$ cat src/hdl/wlsm_pkg.sv
package wlsm_pkg;

    // Number of phases that keep their own counters.
    localparam int PHASES = 4;
    localparam int PH_W   = (PHASES > 1) ? $clog2(PHASES) : 1;

    // Depth of the queue between the front and back parts.
    localparam int QDEPTH = 2;
    localparam int QPTR_W = (QDEPTH > 1) ? $clog2(QDEPTH) : 1;
    localparam int QCNT_W = $clog2(QDEPTH + 1);

    // Hitch thresholds in microseconds.
    localparam logic [23:0] HITCH_25_US  = 24'd25000;
    localparam logic [23:0] HITCH_50_US  = 24'd50000;
    localparam logic [23:0] HITCH_100_US = 24'd100000;

    // Register reset values.
    localparam logic        ENABLED_RST  = 1'b1;
    localparam logic [31:0] SLOW_RST     = 32'd250000;
    localparam logic [47:0] INTERVAL_RST = 48'd300000000;

    localparam logic [31:0] MAX32 = '1;
    localparam logic [47:0] MAX48 = '1;

    // Operation codes of the input word.
    localparam logic OP_PHASE = 1'b0;
    localparam logic OP_FRAME = 1'b1;

    // Record kinds of the output word.
    localparam logic REC_FRAME = 1'b0;
    localparam logic REC_PHASE = 1'b1;

    // Configuration register indexes.
    typedef enum logic [1:0] {
        CFG_ENABLED  = 2'd0,
        CFG_SLOW     = 2'd1,
        CFG_INTERVAL = 2'd2
    } t_cfg_idx;

    // Back part sequencer states.
    typedef enum logic [1:0] {
        ST_IDLE,
        ST_FRAME_SUM,
        ST_PHASE_SUM
    } t_back_state;

    // A classified word as it travels through the queue.
    typedef struct packed {
        logic            is_frame;
        logic [PH_W-1:0] ph;
        logic            slow;
        logic [2:0]      hitch;
        logic [31:0]     ticks;
        logic [31:0]     units;
        logic [23:0]     fus;
        logic [47:0]     now;
    } t_item;

    // Queue write request from the front part.
    typedef struct packed {
        logic push;
    } t_q_wr;

    // Saturating increment of a 32-bit counter.
    function automatic logic [31:0] sat_inc32(input logic [31:0] a);
        logic [31:0] r;
        r = (a == MAX32) ? a : a + 32'd1;
        return r;
    endfunction

    // Saturating add into a 48-bit sum.
    function automatic logic [47:0] sat_add48(input logic [47:0] a, input logic [47:0] b);
        logic [48:0] s;
        s = {1'b0, a} + {1'b0, b};
        return s[48] ? MAX48 : s[47:0];
    endfunction

endpackage

$ cat src/hdl/wlsm_queue.sv
module wlsm_queue (
    input  logic                i_clk,
    input  logic                i_rst_n,
    input  logic                i_push,
    input  wlsm_pkg::t_item     i_data,
    output logic                o_full,
    output logic                o_valid,
    output wlsm_pkg::t_item     o_data,
    input  logic                i_pop
);
    import wlsm_pkg::*;

    t_item             r_mem [QDEPTH];
    logic [QPTR_W-1:0] r_wr_ptr, n_wr_ptr;
    logic [QPTR_W-1:0] r_rd_ptr, n_rd_ptr;
    logic [QCNT_W-1:0] r_count, n_count;
    logic              do_push, do_pop;

    assign o_full  = (r_count == QCNT_W'(QDEPTH));
    assign o_valid = (r_count != '0);
    assign o_data  = r_mem[r_rd_ptr];
    assign do_push = i_push && !o_full;
    assign do_pop  = i_pop && o_valid;

    // Pointer and fill count updates, wrapping at the queue depth.
    always_comb begin
        n_wr_ptr = r_wr_ptr;
        n_rd_ptr = r_rd_ptr;
        n_count  = r_count;
        if (do_push) begin
            n_wr_ptr = (r_wr_ptr == QPTR_W'(QDEPTH - 1)) ? '0 : r_wr_ptr + 1'b1;
        end
        if (do_pop) begin
            n_rd_ptr = (r_rd_ptr == QPTR_W'(QDEPTH - 1)) ? '0 : r_rd_ptr + 1'b1;
        end
        if (do_push && !do_pop) begin
            n_count = r_count + 1'b1;
        end else if (do_pop && !do_push) begin
            n_count = r_count - 1'b1;
        end
    end

    always_ff @(posedge i_clk) begin
        if (!i_rst_n) begin
            r_wr_ptr <= '0;
            r_rd_ptr <= '0;
            r_count  <= '0;
        end else begin
            r_wr_ptr <= n_wr_ptr;
            r_rd_ptr <= n_rd_ptr;
            r_count  <= n_count;
        end
    end

    // Storage of queued words.
    always_ff @(posedge i_clk) begin
        if (do_push) begin
            r_mem[r_wr_ptr] <= i_data;
        end
    end

endmodule

$ cat src/hdl/wlsm_front.sv
module wlsm_front (
    input  logic                i_clk,
    input  logic                i_rst_n,
    // Input word channel.
    input  logic                i_in_valid,
    output logic                o_in_stall,
    input  logic                i_op,
    input  logic [1:0]          i_phase_index,
    input  logic [31:0]         i_sample_ticks,
    input  logic [31:0]         i_sample_units,
    input  logic [23:0]         i_frame_us,
    input  logic [47:0]         i_now_ticks,
    // Configuration writes.
    input  logic                i_cfg_valid,
    output logic                o_cfg_ready,
    input  logic [1:0]          i_cfg_index,
    input  logic [47:0]         i_cfg_data,
    // Queue write side.
    output wlsm_pkg::t_q_wr     o_q_wr,
    input  logic                i_q_full,
    output wlsm_pkg::t_item     o_q_data,
    output logic [47:0]         o_interval
);
    import wlsm_pkg::*;

    logic        r_enabled;
    logic [31:0] r_slow_ticks;
    logic [47:0] r_interval;
    logic        keep;
    t_cfg_idx    cfg_idx;

    assign o_cfg_ready = 1'b1;
    assign o_in_stall  = i_q_full;
    assign o_interval  = r_interval;
    assign cfg_idx     = t_cfg_idx'(i_cfg_index);

    // Configuration registers.
    always_ff @(posedge i_clk) begin
        if (!i_rst_n) begin
            r_enabled    <= ENABLED_RST;
            r_slow_ticks <= SLOW_RST;
            r_interval   <= INTERVAL_RST;
        end else if (i_cfg_valid) begin
            unique case (cfg_idx)
                CFG_ENABLED:  r_enabled    <= i_cfg_data[0];
                CFG_SLOW:     r_slow_ticks <= i_cfg_data[31:0];
                CFG_INTERVAL: r_interval   <= i_cfg_data;
                default:      ;
            endcase
        end
    end

    // Classify the word: drop it when disabled or when its phase does not exist.
    always_comb begin
        keep = r_enabled && ((i_op == OP_FRAME) || (int'(i_phase_index) < PHASES));
        o_q_wr.push = i_in_valid && !i_q_full && keep;
        o_q_data.is_frame = (i_op == OP_FRAME);
        o_q_data.ph       = PH_W'(i_phase_index);
        o_q_data.slow     = (i_sample_ticks >= r_slow_ticks);
        o_q_data.hitch[0] = (i_frame_us >= HITCH_25_US);
        o_q_data.hitch[1] = (i_frame_us >= HITCH_50_US);
        o_q_data.hitch[2] = (i_frame_us >= HITCH_100_US);
        o_q_data.ticks    = i_sample_ticks;
        o_q_data.units    = i_sample_units;
        o_q_data.fus      = i_frame_us;
        o_q_data.now      = i_now_ticks;
    end

endmodule

$ cat src/hdl/wlsm_back.sv
module wlsm_back (
    input  logic                i_clk,
    input  logic                i_rst_n,
    // Queue read side.
    input  logic                i_q_valid,
    input  wlsm_pkg::t_item     i_q_data,
    output logic                o_q_pop,
    input  logic [47:0]         i_interval,
    // Result word channel.
    output logic                o_out_valid,
    input  logic                i_out_stall,
    output logic                o_record_kind,
    output logic [1:0]          o_phase_number,
    output logic [31:0]         o_event_count,
    output logic [31:0]         o_slow_or_hitch25,
    output logic [31:0]         o_hitch50_count,
    output logic [31:0]         o_hitch100_count,
    output logic [47:0]         o_total_time,
    output logic [31:0]         o_max_time,
    output logic [47:0]         o_unit_total,
    output logic [47:0]         o_elapsed_ticks,
    output logic                o_last
);
    import wlsm_pkg::*;

    // Per-phase counters.
    logic [31:0] r_calls [PHASES];
    logic [31:0] r_slow  [PHASES];
    logic [47:0] r_tsum  [PHASES];
    logic [31:0] r_tmax  [PHASES];
    logic [47:0] r_usum  [PHASES];
    // Frame counters and window.
    logic [31:0] r_fcount;
    logic [47:0] r_fsum;
    logic [23:0] r_fmax;
    logic [31:0] r_hitch [3];
    logic [47:0] r_win_start;
    logic [47:0] r_win_end;
    logic        r_win_open;
    logic [47:0] r_elapsed;

    t_back_state     r_state, n_state;
    logic [PH_W-1:0] r_rep_ph, n_rep_ph;

    logic            do_phase, do_frame, report;
    logic            ld, ld_sum, ld_phase, clr;
    logic [PH_W-1:0] addr;
    logic [48:0]     end_sum;
    logic [47:0]     end_new, end_eff, start_eff;

    // Output register.
    logic        r_out_valid;
    logic        r_kind;
    logic [1:0]  r_phnum;
    logic [31:0] r_count, r_slow_h25, r_h50, r_h100, r_max;
    logic [47:0] r_total, r_units, r_out_elapsed;
    logic        r_last;

    assign ld   = !r_out_valid || !i_out_stall;
    assign addr = (r_state == ST_PHASE_SUM) ? r_rep_ph : i_q_data.ph;

    // Window end test for a frame, with the window opened by this frame if none is open.
    always_comb begin
        end_sum   = {1'b0, i_q_data.now} + {1'b0, i_interval};
        end_new   = end_sum[48] ? MAX48 : end_sum[47:0];
        end_eff   = r_win_open ? r_win_end : end_new;
        start_eff = r_win_open ? r_win_start : i_q_data.now;
        report    = (i_q_data.now >= end_eff);
    end

    // Report sequencer: next state and control.
    always_comb begin
        n_state  = r_state;
        n_rep_ph = r_rep_ph;
        o_q_pop  = 1'b0;
        do_phase = 1'b0;
        do_frame = 1'b0;
        ld_sum   = 1'b0;
        ld_phase = 1'b0;
        clr      = 1'b0;
        unique case (r_state)
            ST_IDLE: begin
                if (i_q_valid) begin
                    o_q_pop = 1'b1;
                    if (i_q_data.is_frame) begin
                        do_frame = 1'b1;
                        if (report) begin
                            n_state = ST_FRAME_SUM;
                        end
                    end else begin
                        do_phase = 1'b1;
                    end
                end
            end
            ST_FRAME_SUM: begin
                if (ld) begin
                    ld_sum   = 1'b1;
                    n_rep_ph = '0;
                    n_state  = ST_PHASE_SUM;
                end
            end
            ST_PHASE_SUM: begin
                if (ld) begin
                    ld_phase = 1'b1;
                    if (r_rep_ph == PH_W'(PHASES - 1)) begin
                        clr     = 1'b1;
                        n_state = ST_IDLE;
                    end else begin
                        n_rep_ph = r_rep_ph + 1'b1;
                    end
                end
            end
            default: n_state = ST_IDLE;
        endcase
    end

    always_ff @(posedge i_clk) begin
        if (!i_rst_n) begin
            r_state  <= ST_IDLE;
            r_rep_ph <= '0;
        end else begin
            r_state  <= n_state;
            r_rep_ph <= n_rep_ph;
        end
    end

    // Counter and window updates.
    always_ff @(posedge i_clk) begin
        if (!i_rst_n || clr) begin
            for (int p = 0; p < PHASES; p++) begin
                r_calls[p] <= '0;
                r_slow[p]  <= '0;
                r_tsum[p]  <= '0;
                r_tmax[p]  <= '0;
                r_usum[p]  <= '0;
            end
            r_fcount <= '0;
            r_fsum   <= '0;
            r_fmax   <= '0;
            for (int h = 0; h < 3; h++) begin
                r_hitch[h] <= '0;
            end
        end else begin
            if (do_phase) begin
                r_calls[addr] <= sat_inc32(r_calls[addr]);
                if (i_q_data.slow) begin
                    r_slow[addr] <= sat_inc32(r_slow[addr]);
                end
                r_tsum[addr] <= sat_add48(r_tsum[addr], {16'd0, i_q_data.ticks});
                if (i_q_data.ticks > r_tmax[addr]) begin
                    r_tmax[addr] <= i_q_data.ticks;
                end
                r_usum[addr] <= sat_add48(r_usum[addr], {16'd0, i_q_data.units});
            end
            if (do_frame) begin
                r_fcount <= sat_inc32(r_fcount);
                r_fsum   <= sat_add48(r_fsum, {24'd0, i_q_data.fus});
                if (i_q_data.fus > r_fmax) begin
                    r_fmax <= i_q_data.fus;
                end
                for (int h = 0; h < 3; h++) begin
                    if (i_q_data.hitch[h]) begin
                        r_hitch[h] <= sat_inc32(r_hitch[h]);
                    end
                end
            end
        end
    end

    // The window reopens at the reporting frame; elapsed time is kept for the report.
    always_ff @(posedge i_clk) begin
        if (!i_rst_n) begin
            r_win_start <= '0;
            r_win_end   <= '0;
            r_win_open  <= 1'b0;
        end else if (do_frame) begin
            r_win_open <= 1'b1;
            if (!r_win_open || report) begin
                r_win_start <= i_q_data.now;
                r_win_end   <= end_new;
            end
        end
    end

    always_ff @(posedge i_clk) begin
        if (do_frame && report) begin
            r_elapsed <= i_q_data.now - start_eff;
        end
    end

    // Output register valid flag.
    always_ff @(posedge i_clk) begin
        if (!i_rst_n) begin
            r_out_valid <= 1'b0;
        end else if (ld) begin
            r_out_valid <= ld_sum || ld_phase;
        end
    end

    // Output register payload.
    always_ff @(posedge i_clk) begin
        if (ld_sum) begin
            r_kind        <= REC_FRAME;
            r_phnum       <= 2'd0;
            r_count       <= r_fcount;
            r_slow_h25    <= r_hitch[0];
            r_h50         <= r_hitch[1];
            r_h100        <= r_hitch[2];
            r_total       <= r_fsum;
            r_max         <= {8'd0, r_fmax};
            r_units       <= '0;
            r_out_elapsed <= r_elapsed;
            r_last        <= 1'b0;
        end else if (ld_phase) begin
            r_kind        <= REC_PHASE;
            r_phnum       <= 2'(r_rep_ph);
            r_count       <= r_calls[addr];
            r_slow_h25    <= r_slow[addr];
            r_h50         <= '0;
            r_h100        <= '0;
            r_total       <= r_tsum[addr];
            r_max         <= r_tmax[addr];
            r_units       <= r_usum[addr];
            r_out_elapsed <= r_elapsed;
            r_last        <= (r_rep_ph == PH_W'(PHASES - 1));
        end
    end

    assign o_out_valid       = r_out_valid;
    assign o_record_kind     = r_kind;
    assign o_phase_number    = r_phnum;
    assign o_event_count     = r_count;
    assign o_slow_or_hitch25 = r_slow_h25;
    assign o_hitch50_count   = r_h50;
    assign o_hitch100_count  = r_h100;
    assign o_total_time      = r_total;
    assign o_max_time        = r_max;
    assign o_unit_total      = r_units;
    assign o_elapsed_ticks   = r_out_elapsed;
    assign o_last            = r_last;

endmodule

$ cat src/hdl/windowed_latency_stats_monitor_core.sv
// Windowed latency statistics monitor.
// Input words arrive on i_in_valid / o_in_stall: a phase sample (i_op low) adds to the
// counters of its phase, a frame event (i_op high) adds to the frame counters and may
// close the reporting window. Configuration is written on i_cfg_valid / o_cfg_ready
// (always ready); the user must do so only while the block is idle, which the block
// itself does not enforce. A word enters a two-entry queue the cycle it is accepted;
// the back part takes one queued word per cycle, so phase samples and non-reporting
// frames sustain one word a cycle. A frame that closes the window starts a report: one
// frame summary word and one word per phase leave through the output register on
// o_out_valid / i_out_stall, one per cycle while the receiver does not stall.
// While a report is emitted the back part takes no queued word; once the queue fills,
// o_in_stall rises. A report thus holds the back part in the frame summary state and one
// phase state per phase, plus any output stall. A stalled output word holds its value.
// Synchronous reset (i_rst_n low) clears all counters and the window, empties the queue
// and restores the register defaults: enabled, slow threshold 250000, window 300000000.
module windowed_latency_stats_monitor_core (
    input  logic        i_clk,
    input  logic        i_rst_n,
    input  logic        i_in_valid,
    output logic        o_in_stall,
    input  logic        i_op,
    input  logic [1:0]  i_phase_index,
    input  logic [31:0] i_sample_ticks,
    input  logic [31:0] i_sample_units,
    input  logic [23:0] i_frame_us,
    input  logic [47:0] i_now_ticks,
    input  logic        i_cfg_valid,
    output logic        o_cfg_ready,
    input  logic [1:0]  i_cfg_index,
    input  logic [47:0] i_cfg_data,
    output logic        o_out_valid,
    input  logic        i_out_stall,
    output logic        o_record_kind,
    output logic [1:0]  o_phase_number,
    output logic [31:0] o_event_count,
    output logic [31:0] o_slow_or_hitch25,
    output logic [31:0] o_hitch50_count,
    output logic [31:0] o_hitch100_count,
    output logic [47:0] o_total_time,
    output logic [31:0] o_max_time,
    output logic [47:0] o_unit_total,
    output logic [47:0] o_elapsed_ticks,
    output logic        o_last
);
    import wlsm_pkg::*;

    t_q_wr       q_wr;
    t_item       q_in, q_out;
    logic        q_full, q_valid, q_pop;
    logic [47:0] interval;

    // Front part: configuration registers and classification.
    wlsm_front u_front (
        .i_clk          (i_clk),
        .i_rst_n        (i_rst_n),
        .i_in_valid     (i_in_valid),
        .o_in_stall     (o_in_stall),
        .i_op           (i_op),
        .i_phase_index  (i_phase_index),
        .i_sample_ticks (i_sample_ticks),
        .i_sample_units (i_sample_units),
        .i_frame_us     (i_frame_us),
        .i_now_ticks    (i_now_ticks),
        .i_cfg_valid    (i_cfg_valid),
        .o_cfg_ready    (o_cfg_ready),
        .i_cfg_index    (i_cfg_index),
        .i_cfg_data     (i_cfg_data),
        .o_q_wr         (q_wr),
        .i_q_full       (q_full),
        .o_q_data       (q_in),
        .o_interval     (interval)
    );

    // Queue between the parts.
    wlsm_queue u_queue (
        .i_clk   (i_clk),
        .i_rst_n (i_rst_n),
        .i_push  (q_wr.push),
        .i_data  (q_in),
        .o_full  (q_full),
        .o_valid (q_valid),
        .o_data  (q_out),
        .i_pop   (q_pop)
    );

    // Back part: counters, window and report sequencer.
    wlsm_back u_back (
        .i_clk             (i_clk),
        .i_rst_n           (i_rst_n),
        .i_q_valid         (q_valid),
        .i_q_data          (q_out),
        .o_q_pop           (q_pop),
        .i_interval        (interval),
        .o_out_valid       (o_out_valid),
        .i_out_stall       (i_out_stall),
        .o_record_kind     (o_record_kind),
        .o_phase_number    (o_phase_number),
        .o_event_count     (o_event_count),
        .o_slow_or_hitch25 (o_slow_or_hitch25),
        .o_hitch50_count   (o_hitch50_count),
        .o_hitch100_count  (o_hitch100_count),
        .o_total_time      (o_total_time),
        .o_max_time        (o_max_time),
        .o_unit_total      (o_unit_total),
        .o_elapsed_ticks   (o_elapsed_ticks),
        .o_last            (o_last)
    );

endmodule

$ cat config.mk
export PLATFORM = sky130hd
export DESIGN_NAME = windowed_latency_stats_monitor_core
export DESIGN_NICKNAME = d
export VERILOG_FILES = /design/src/hdl/wlsm_pkg.sv /design/src/hdl/wlsm_queue.sv /design/src/hdl/wlsm_front.sv /design/src/hdl/wlsm_back.sv /design/src/hdl/windowed_latency_stats_monitor_core.sv
export SDC_FILE = /design/constraint.sdc
export NUM_CORES = 2
export LEC_CHECK = 0
export BUFFER_PORTS_ARGS = -buffer_cell sky130_fd_sc_hd__buf_2
export CAP_MARGIN = 20
export CELL_PAD_IN_SITES_DETAIL_PLACEMENT = 1
export CELL_PAD_IN_SITES_GLOBAL_PLACEMENT = 2
export CORE_MARGIN = 4
export CORE_UTILIZATION = 39
export CTS_BUF_LIST = sky130_fd_sc_hd__clkbuf_8 sky130_fd_sc_hd__clkbuf_16
export DETAILED_ROUTE_END_ITERATION = 8
export GPL_ROUTABILITY_DRIVEN = 0
export PLACE_DENSITY = 0.8
export SLEW_MARGIN = 20
export SYNTH_ARGS = -nofsm -noshare
export SYNTH_HDL_FRONTEND = slang
export SYNTH_SLANG_ARGS = --single-unit
$ cat constraint.sdc
create_clock -name i_clk -period 15 [get_ports i_clk]
set_clock_uncertainty 0.05 [all_clocks]
set_input_delay 1.5 -clock i_clk [delete_from_list [all_inputs] [get_ports i_clk]]
set_output_delay 1.5 -clock i_clk [all_outputs]
set_load 0.03 [all_outputs]
==> out/metrics.sh <==
CHIPHEIGHT_UM=484
DETAIL_ROUTE.VIAS_PER_CELL=5.54
MAX-CLOCK-PATH-BUFFERS=3
FINAL_NETS=8720
POST_SYNTH.CELL_AREA_AVG_UM2=11.3
CTS-ROOT-BUF='sky130_fd_sc_hd__clkbuf_16'
NUMCTSBUFFERS=197
SLEW_HEADROOM=0.271
SYNTH-SEQ-AREA-SHARE=0.572
MAX_CLOCK_FREQ_MHz=110
TRITONCTS_NUM_SINKS=1798
TIMING.FINAL.CRIT_SHARE=0.604
FLOORPLAN.IO_PINS=505
PWR-SHARE-CLK=0.233
POWER_DENSITY_OVER_THE_CELLS_nW_PER_UM2=211
PATH_MAX_FANOUT=69
TIMING.MAX_CAP.VIOLATIONS=0
TNS_NS=0
TIMING.FINAL.CRIT_PERIOD_NS=9.07
GRT_SETUP_UNREPAIRED='false'
POWER.COMBINATIONAL.FRACTION=0.432
ANTENNA_VIOLATING_NETS_POST_ROUTE=0
GRT_ANTENNA_BEFORE_REPAIR=22
SYNTH_WARNINGS=0
TRITONCTS='built'
FINAL-SETUP-VIOL-COUNT=0
GRT.TOTAL_USAGE=0.226
DP_WIRELENGTH_MM=186
HOLD_VIOL=0
CLKTRANSATPATHREGS_NS=0.06
NETSWITCHINGPOWER_mW=8.65
CP-END-KIND='flop'
WORSTSETUPPATHTYPE='flop to flop'
PLACE.PORT_BUFFERS=503
TIGHTESTPINTRANSITION_NS=1.09
CTS-HTREE-LEVELS=4
OUTCOME='complete, no violations'
FILLER_CELL_COUNT=23951
CLOCK_LATENCY_NS=0.89
NET_COUNT_AFTER_SYNTHESIS=8321
SLEW_VIOLATIONS=0
INITIAL_UTILIZATION=0.392
INTERNAL_POWER_mW=12.6
YS_FF_LATCH=1798
MAX-VDD-IR-DROP_mV=0.140
ROUTED_WIRELENGTH_NORMALIZED_BY_INSTANCE_COUNT_UM=23.8
FIN_UTIL=0.447
REQ_TIME_CRIT_PATH_NS=15.68
PLACED_CELL_AREA_UM2=93800
YS_DOMINANT_REG_CELL='sky130_fd_sc_hd__edfxtp_1'
GRT.OVERFLOW.TOTAL=0
GRT_PASS1_WL_MM=410
CORE_AREA_UM2=225000
SYNTHCELLS=7795
SYNTH_CELL_TYPES=95
WORST-ENDPOINT-ARRIVAL_NS=9.75
MULTI_INPUT_COMB_AREA_UM2=35800
SEQCELLAREA_UM2=50500
TOTAL_POWER_mW=21.2
SYNTH_EDF_COUNT=1446
FIRST_GLOBAL_VIAS=65663
SWSHARE=0.408
STATIC-LEAKAGE-POWER_nW=39.1
ROW_COUNT=174
MOSTFREQUENTLAYOUTCELL='sky130_fd_sc_hd__edfxtp_1'
SEQ_POWER_SHARE=0.335
CTS.HOLD.BUFFERS_ADDED=0
AREA_GROWTH_SYN_TO_LAYOUT_PCT=13.9
MAXIMUM_NUMBER_OF_PINS_ON_ONE_NET_BEFORE_GLOBAL_ROUTE_REPAIR=125
TOTAL_VIA_COUNT_AFTER_DETAILED_ROUTING=62938
DRT_FIRST_PASS_ITERS=5
FP.DIEW_UM=484
POSTCTSSETUPREPAIRBUFS=0
HOLD_PATH_CLASS='flop to flop'
ROUTE.DETAILED.DRC=0
LAYOUT-DRIVE-GT1-SHARE=0.147
POST_CTS.RESIZED_INSTANCES=0
CRITPATHLAUNCHTYPE='flop'
SYNTHESIS.AREA_UM2=88200
ROUTED_WIRELENGTH_MM=271
SYNTH_ASYNC_SR_FLOP_SHARE=0
FLOORPLAN_DIE_AREA_UM2=234000
STDCELL_AREA_UM2=100000
TOP_LIBRARY_CELLS_BY_USAGE_IN_THE_LAYOUT_FILL_AND_TAPS_ASIDE='sky130_fd_sc_hd__edfxtp_1, sky130_fd_sc_hd__nor2_1, sky130_fd_sc_hd__nand2_1'
DR.FIRST_ITER.DRC_COUNT=4672
worst max-delay path: stages, from the launching register on:
cell and delay (ns):
sky130_fd_sc_hd__dfxtp_4 0.61, sky130_fd_sc_hd__buf_4 0.54, sky130_fd_sc_hd__buf_4 0.71, sky130_fd_sc_hd__mux2_2 0.49, sky130_fd_sc_hd__ha_1 0.42, sky130_fd_sc_hd__nand2_1 0.18, sky130_fd_sc_hd__nor2_1 0.15, sky130_fd_sc_hd__nand4_1 0.13
sky130_fd_sc_hd__nor2_1 0.11, sky130_fd_sc_hd__o21ai_0 0.12, sky130_fd_sc_hd__a21oi_1 0.44, sky130_fd_sc_hd__a41oi_1 0.46, sky130_fd_sc_hd__o21ai_4 0.24, sky130_fd_sc_hd__buf_4 0.48, sky130_fd_sc_hd__or3_1 0.19, sky130_fd_sc_hd__o21ai_0 0.08
sky130_fd_sc_hd__ha_1 0.34, sky130_fd_sc_hd__o21a_1 0.11, sky130_fd_sc_hd__o21a_1 0.11, sky130_fd_sc_hd__o2111ai_1 0.18, sky130_fd_sc_hd__a2111oi_0 0.59, sky130_fd_sc_hd__a2111oi_0 0.23, sky130_fd_sc_hd__buf_4 0.19, sky130_fd_sc_hd__nor2_1 0.21
sky130_fd_sc_hd__o31a_2 0.19, sky130_fd_sc_hd__buf_4 0.54, sky130_fd_sc_hd__nand2_1 0.38, sky130_fd_sc_hd__o221a_2 0.34
power groups by stage:
stage	Combinational, mW	Sequential, mW	Clock [mW]
after CTS	9.19	7.13	5.06
after detailed placement	9.10	7.22	0
after global placement	8.92	7.18	0
after global routing	10.1	7.22	5.27
after floorplan	6.00	7.57	0
final	9.16	7.12	4.94
final cells by class:
| type | instances | share of cell area |
|---|---|---|
| Multi-Input combinational cell | 5451 | 0.356 |
| Tap cell | 2992 | 0.0373 |
| Antenna cell | 8 | 0.000199 |
| Timing Repair Buffer | 586 | 0.0320 |
| Inverter | 160 | 0.00600 |
| Clock buffer | 213 | 0.0515 |
| Clock inverter | 158 | 0.0148 |
| Sequential cell | 1798 | 0.502 |
routing by layer:
layer | track usage | part of all wire | up-vias | wire, µm
met3 | 0.0302 | 0.054 | 337 | 14600
li1 | - | - | 29058 | -
met4 | 0.0555 | 0.022 | 2 | 5980
met5 | 0 | 0.000037 | - | 10
met1 | 0.313 | 0.45 | 31845 | 121000
met2 | 0.377 | 0.48 | 1696 | 129000
per-stage QoR:
stage	worst slack [ns]	hold slack (ns)	cells
2_1_floorplan	2.86	0.350	7795
3_3_place_gp	6.01	0.354	10985
3_5_place_dp	5.90	0.355	10987
4_1_cts	5.79	0.348	11358
5_1_grt	5.36	0.361	11363
6_report	5.93	0.345	11366
final timing paths:
path | depth (start not counted) | start | slack [ns] | endpoint
max reg2reg | 27 | flop | 5.93 | u_back.r_win_end[47]$_SDFFE_PN0P_
min | 0 | u_back.r_elapsed[4]$_DFFE_PP_ | 0.35 | u_back.o_elapsed_ticks[4]$_DFFE_PP_
min reg2reg | 0 | u_back.r_elapsed[4]$_DFFE_PP_ | 0.35 | u_back.o_elapsed_ticks[4]$_DFFE_PP_
max | 27 | flop | 5.93 | u_back.r_win_end[47]$_SDFFE_PN0P_
flip-flops by register name (all words and copies together), names as in the netlist, 96 cells and up, named ones only:
signal / count
u_back.r_tmax: 128
u_back.r_tsum: 192
u_back.r_usum: 192
u_back.r_calls: 128
u_queue.r_mem: 286
u_back.r_slow: 128
u_back.r_hitch: 96
cell families (layout without fill, tap and decap cells):
| family | Yosys count | count (layout) | share of synthesized area |
|---|---|---|---|
| XOR/XNOR | 347 | 347 | 0.0349 |
| AND/OR/NAND/NOR | 3028 | 3028 | 0.152 |
| flip-flops | 1798 | 1798 | 0.572 |
| adder cells (fa/ha/maj) | 332 | 332 | 0.0475 |
| AO/OA/AOI/OAI | 1318 | 1318 | 0.0945 |
| buffers and inverters | 546 | 1117 | 0.0256 |
| other | 1 | 9 | 0.0000425 |
| multiplexers | 425 | 425 | 0.0738 |
synthesized netlist by cell type (all sizes together), types with 53 or more instances:
| cell type | n | area (µm²) |
|---|---|---|
| a211oi | 61 | 458 |
| nand2 | 1078 | 4050 |
| nor2 | 1138 | 4280 |
| mux2 | 109 | 1230 |
| nor3 | 68 | 367 |
| nand4 | 77 | 503 |
| mux4 | 161 | 3720 |
| nand3 | 176 | 881 |
| clkbuf | 283 | 1060 |
| dfxtp | 352 | 7050 |
| a21oi | 425 | 2150 |
| nand2b | 53 | 332 |
| buf | 103 | 599 |
| edfxtp | 1446 | 43400 |
| o21ai | 289 | 1450 |
| inv | 159 | 597 |
| a21o | 167 | 1250 |
| and3 | 137 | 857 |
| a21boi | 71 | 533 |
| xnor2 | 151 | 1360 |
| nor2b | 98 | 613 |
| ha | 327 | 4090 |
| xor2 | 196 | 1720 |
| mux2i | 155 | 1560 |
Note: power is estimated with default switching activity, not from simulation.
